### src/rtl/msbs_pkg.sv
`timescale 1ns / 1ps
// Package for the multi-signature byte scanner: word types, opcodes,
// default sizes and the command struct between the top level and the slot bank.
// No dependencies.
package msbs_pkg;

  // Default sizes, handed to the top level's parameters.
  localparam int NUM_SLOTS_DEF   = 16;
  localparam int MAX_SIG_LEN_DEF = 32;

  // Reset value of the scan limit register.
  localparam logic [15:0] SCAN_LIMIT_RST = 16'd10000;

  // At most this many results are reported for one data byte.
  localparam int MAX_OUT = 16;
  localparam int CNT_W   = $clog2(MAX_OUT);

  typedef enum logic [1:0] {
    OP_LOAD    = 2'd0,
    OP_SET_LEN = 2'd1,
    OP_SCAN    = 2'd2,
    OP_BEGIN   = 2'd3
  } msbs_op_t;

  typedef struct packed {
    msbs_op_t    opcode;
    logic [3:0]  slot;
    logic [4:0]  byte_pos;
    logic [7:0]  byte_value;
    logic [5:0]  sig_len;
  } msbs_in_t;

  typedef struct packed {
    logic [3:0]  match_slot;
    logic [15:0] start_offset;
    logic [5:0]  match_len;
    logic        last;
  } msbs_out_t;

  // Strobes from the top level's control to the slot bank.
  typedef struct packed {
    logic load;
    logic set_len;
    logic scan;
    logic clear;
  } msbs_cmd_t;

endpackage

### src/rtl/msbs_emitter.sv
`timescale 1ns / 1ps
// Result emitter: holds the hit set of one data byte and sends its matches,
// lowest slot first, one per cycle unless the output stalls, through the
// output register. Depends on msbs_pkg.
module msbs_emitter import msbs_pkg::*; #(
  parameter int NUM_SLOTS   = NUM_SLOTS_DEF,
  parameter int MAX_SIG_LEN = MAX_SIG_LEN_DEF,
  localparam int LEN_W      = $clog2(MAX_SIG_LEN + 1),
  localparam int SLOT_W     = (NUM_SLOTS > 1) ? $clog2(NUM_SLOTS) : 1
) (
  input  logic                              clk,
  input  logic                              rst_n,
  input  logic                              load,
  input  logic [NUM_SLOTS-1:0]              hits,
  input  logic [NUM_SLOTS-1:0][LEN_W-1:0]   lens,
  input  logic [15:0]                       pos,
  output logic                              take_ok,
  output logic                              out_valid,
  input  logic                              out_stall,
  output msbs_out_t                         out_data
);

  logic                              p_vld_r;
  logic [NUM_SLOTS-1:0]              p_mask_r;
  logic [NUM_SLOTS-1:0][LEN_W-1:0]   p_len_r;
  logic [15:0]                       p_pos_r;
  logic [CNT_W-1:0]                  p_cnt_r;
  logic                              out_valid_r;
  msbs_out_t                         out_data_r;

  logic [NUM_SLOTS-1:0] sel_oh;
  logic [NUM_SLOTS-1:0] rem;
  logic [SLOT_W-1:0]    sel;
  logic [LEN_W-1:0]     sel_len;
  logic                 emit;
  logic                 final_hit;

  // Isolate the lowest pending slot and pick its index and length.
  always_comb begin
    sel_oh  = p_mask_r & (~p_mask_r + NUM_SLOTS'(1));
    rem     = p_mask_r & ~sel_oh;
    sel     = '0;
    sel_len = '0;
    for (int i = 0; i < NUM_SLOTS; i++) begin
      if (sel_oh[i]) begin
        sel     = sel | SLOT_W'(i);
        sel_len = sel_len | p_len_r[i];
      end
    end
  end

  assign emit      = p_vld_r && (!out_valid_r || !out_stall);
  assign final_hit = (rem == '0) || (p_cnt_r == CNT_W'(MAX_OUT - 1));
  assign take_ok   = !p_vld_r || (emit && final_hit);

  // Pending hit set of one data byte.
  always_ff @(posedge clk) begin
    if (!rst_n) begin
      p_vld_r <= 1'b0;
    end else if (load) begin
      p_vld_r <= 1'b1;
    end else if (emit && final_hit) begin
      p_vld_r <= 1'b0;
    end
  end

  always_ff @(posedge clk) begin
    if (load) begin
      p_mask_r <= hits;
      p_len_r  <= lens;
      p_pos_r  <= pos;
      p_cnt_r  <= '0;
    end else if (emit) begin
      p_mask_r <= rem;
      p_cnt_r  <= p_cnt_r + CNT_W'(1);
    end
  end

  // Output register.
  always_ff @(posedge clk) begin
    if (!rst_n) begin
      out_valid_r <= 1'b0;
    end else if (emit) begin
      out_valid_r <= 1'b1;
    end else if (!out_stall) begin
      out_valid_r <= 1'b0;
    end
  end

  always_ff @(posedge clk) begin
    if (emit) begin
      out_data_r.match_slot   <= 4'(sel);
      out_data_r.start_offset <= p_pos_r + 16'd1 - 16'(sel_len);
      out_data_r.match_len    <= 6'(sel_len);
      out_data_r.last         <= final_hit;
    end
  end

  assign out_valid = out_valid_r;
  assign out_data  = out_data_r;

endmodule

### config.mk
export PLATFORM = sky130hd
export DESIGN_NAME = msbs_emitter
export DESIGN_NICKNAME = d
export VERILOG_FILES = /design/src/rtl/msbs_pkg.sv /design/src/rtl/msbs_emitter.sv
export SDC_FILE = /design/constraint.sdc
export NUM_CORES = 1
export LEC_CHECK = 0
export ABC_AREA = 1
export BUFFER_PORTS_ARGS = -buffer_cell sky130_fd_sc_hd__buf_2
export CAP_MARGIN = 20
export CORE_UTILIZATION = 27
export DETAILED_ROUTE_END_ITERATION = 6
export GPL_TIMING_DRIVEN = 1
export PLACE_DENSITY = 0.54
export SLEW_MARGIN = 30
export SYNTH_ARGS = -nofsm -noshare
export SYNTH_HDL_FRONTEND = slang
export SYNTH_SLANG_ARGS = --single-unit
### constraint.sdc
create_clock -name clk -period 10.45 [get_ports clk]
set_input_delay 1.045 -clock clk [delete_from_list [all_inputs] [get_ports clk]]
set_output_delay 1.045 -clock clk [all_outputs]
set_load 0.01 [all_outputs]
==> results.ini <==
[logic_synthesis]
ys_types = 41
synthTopCellsByArea = edfxtp_1 (66%), nand2_1 (7.7%), ha_1 (3.7%)
synth_top_area_share_pct = 66.1
synth_compound_area_share_pct = 6.98
yosys_most_used_dff = edfxtp_1
yosys.area_share.simple_pct = 15.2
yosysWarnings = 0
ys_ff_latch = 161
synthMuxAreaShare_pct = 0
synth_top_cell_by_area = edfxtp_1
synth-edff-count = 155
synth-seq-area-share_pct = 67.8
synth_cells = 593
post_synth.cell_area_avg_um2 = 11.9
async_reset_ff_share_pct = 0
synth_top_family_by_area = simple AND/OR/NAND/NOR gates
netlist_area_um2 = 7050
syn_nets = 747
synth-xor-area-share_pct = 1.86
yosys.area_share.adder_pct = 4.01

[worst_hold_path]
min_path_cells = 1
min-delay-start = p_cnt_r[0]
hold_path.class = flip-flop to flip-flop
min_to = p_cnt_r[0]

[layout]
drive_above_1_share_pct = 27.8
layout_commonest_cell = buf_2
layout_common_cells = buf_2 (159), edfxtp_1 (155), nand2_1 (144), inv_1 (67), nor2_1 (36)
nFillCells = 2577
area.sequential_um2 = 4770
n_antenna_cell = 0
area_delta_synth_final_pct = 25.2
multi_input_area_um2 = 1980
final_util_pct = 34.7
nets = 924

[die]
dieWidth_um = 164
core_um2 = 25400
dieArea_um2 = 26700
die_h_um = 164
initial_core_util_pct = 27.7
placementRows = 58
ioPinCount = 161

[power]
peakVddDrop_v = 0.0000767
p_per_area_nw_per_um2 = 186
leakage_nw = 3.81

[clocking]
cts_hold_buf = 0
h-tree-depth = 4
cts_tree = yes
clkTransAtPathRegs_ns = 0.07
ctsRootBufferMaster = clkbuf_16
cts_resized = 0
cts.sinks = 161
cts_max_path_buffers = 2
clk_latency_ns = 0.42
post_cts_buffers = 0
numCtsBuffers = 17

[timing]
slew_headroom_pct = 40.0
setup_violations = 0
finalCriticalPeriod_ns = 4.00
rsz0062_at_grt = false
finalSetupTns_ns = 0
layout_worst_path_cycle_share_pct = 38.3
final-max-slew-violation-count = 0
clock_skew_ns = 0.00805
whs_ns = 0.481
tightest_slew_ns = 0.901
max_freq_ghz = 0.250
finalHoldViolCount = 0

[place]
hpwlAfterDp_um = 13500
io_buffers = 160
gp_congestion = 0.852

[worst_setup_path]
critPathMaxStageDelay_ns = 0.58
crit_fanout = 9
setup.worst_path.class = flip-flop to flip-flop
rrSetupSlack_ns = 6.45
start_kind = flip-flop
crit_arrival_ns = 4.18
crit_required_ns = 10.62
reg2regPathDepth = 18
path_cells = nor2_8 > nand2_4 > nor3_2 > nand2_1 > nand3_1 > a211oi_1 > nand3_1 > ha_1 > inv_1 > ha_1 > inv_1 > fa_1 > inv_1 > a31oi_1 > o21bai_1 > nand4_1 > nand3_1 > xnor2_1
slowest_stage = edfxtp_1
r2r_start = p_mask_r[0]
end_kind = flip-flop
r2r-end = out_data[22]

[global_routing]
grt_max_degree = 76
grt_pass1_vias = 4753
antenna_found_initial = 0
grt.total_usage_pct = 13.8
grt_pass1_wl_um = 26700
overflow = 0

[drt]
wl_um = 17800
vias = 4844
drt_iter0_markers = 220
drtAntennaViolNets = 0
viasPerCell = 4.35
drc = 0
routedWlPerCell_um = 16.0
drt-pass1-iter-count = 4

[run_status]
outcome = finished, final reports clean

[flow_run]
cap_viol_max_count = 0

-- power by group --
group	switching [mW]	total, mW	leakage (nW)	internal, mW
combinational	0.139	0.227	1.98	0.0887
sequential	0.0290	0.815	1.57	0.786
clock	0.284	0.599	0.266	0.315
-- worst max-delay path by stage --
stage,startpoint,end,depth (start not counted)
floorplan,p_mask_r[1],out_data[19],22
global placement,p_mask_r[0],out_data[19],18
detailed placement,p_mask_r[0],out_data[19],18
CTS,p_mask_r[0],out_data[19],18
global route,p_mask_r[0],out_data[19],20
finish,p_mask_r[0],out_data[22],18
-- through the flow --
| step | total power [mW] | setup slack [ns] | cells | instance area, um^2 |
|---|---|---|---|---|
| global route | 1.72 | 5.99 | 1113 | 8820 |
| global placement | 1.06 | 6.42 | 1081 | 8260 |
| floorplan | 0.954 | 7.17 | 593 | 7050 |
| finish | 1.64 | 6.45 | 1113 | 8820 |
| CTS | 1.66 | 6.41 | 1113 | 8820 |
| detailed placement | 1.06 | 6.40 | 1081 | 8260 |
-- registers in the layout, indices dropped and copies added, names as in the netlist --
signal     count
p_mask_r      16
p_vld_r        1
p_pos_r       16
p_cnt_r        4
out_valid      1
out_data      27
p_len_r       96
-- per-layer routing --
| metal | routed length, um | global-route usage (%) | up-vias |
|---|---|---|---|
| met5 | 0 | 0 | - |
| met4 | 253 | 4.76 | 0 |
| met3 | 976 | 3.38 | 17 |
| met2 | 7820 | 20.7 | 156 |
| met1 | 8750 | 19.2 | 2248 |
| li1 | - | - | 2423 |
-- logic make-up (layout without fill, tap and decap cells) --
family,Yosys count,in the layout
AO/OA/AOI/OAI,78,78
XOR/XNOR,15,15
adder cells (fa/ha/maj),22,22
buffers and inverters,76,266
flip-flops,161,161
AND/OR/NAND/NOR,241,241
-- synth_stat cells, types with 4 or more instances --
| cell | count |
|---|---|
| a211oi_1 | 4 |
| a21oi_1 | 22 |
| a22o_1 | 11 |
| dfxtp_1 | 6 |
| edfxtp_1 | 155 |
| ha_1 | 21 |
| inv_1 | 67 |
| inv_2 | 5 |
| nand2_1 | 144 |
| nand2_2 | 5 |
| nand3_1 | 22 |
| nand4_1 | 6 |
| nor2_1 | 36 |
| nor2_2 | 5 |
| nor3_1 | 7 |
| o21ai_0 | 23 |
| xnor2_1 | 6 |
| xor2_1 | 9 |
-- final cells by class --
| type | count | area share (%) |
|---|---|---|
| clock buffer | 17 | 4.82 |
| clock inverter | 15 | 1.63 |
| inverter | 72 | 3.06 |
| multi-input combinational | 356 | 22.4 |
| sequential | 161 | 54.1 |
| tap | 330 | 4.68 |
| timing repair buffer | 162 | 9.27 |
-- critical path, delay by kind of cell, from the launching register on --
kind / cells / cell delay, ns
flip-flops: 1 / 0.58
AND/OR/NAND/NOR: 8 / 1.59
adder cells (fa/ha/maj): 3 / 0.84
XOR/XNOR: 1 / 0.06
buffers and inverters: 3 / 0.19
AO/OA/AOI/OAI: 3 / 0.48
Note: power is estimated with default switching activity, not from simulation.
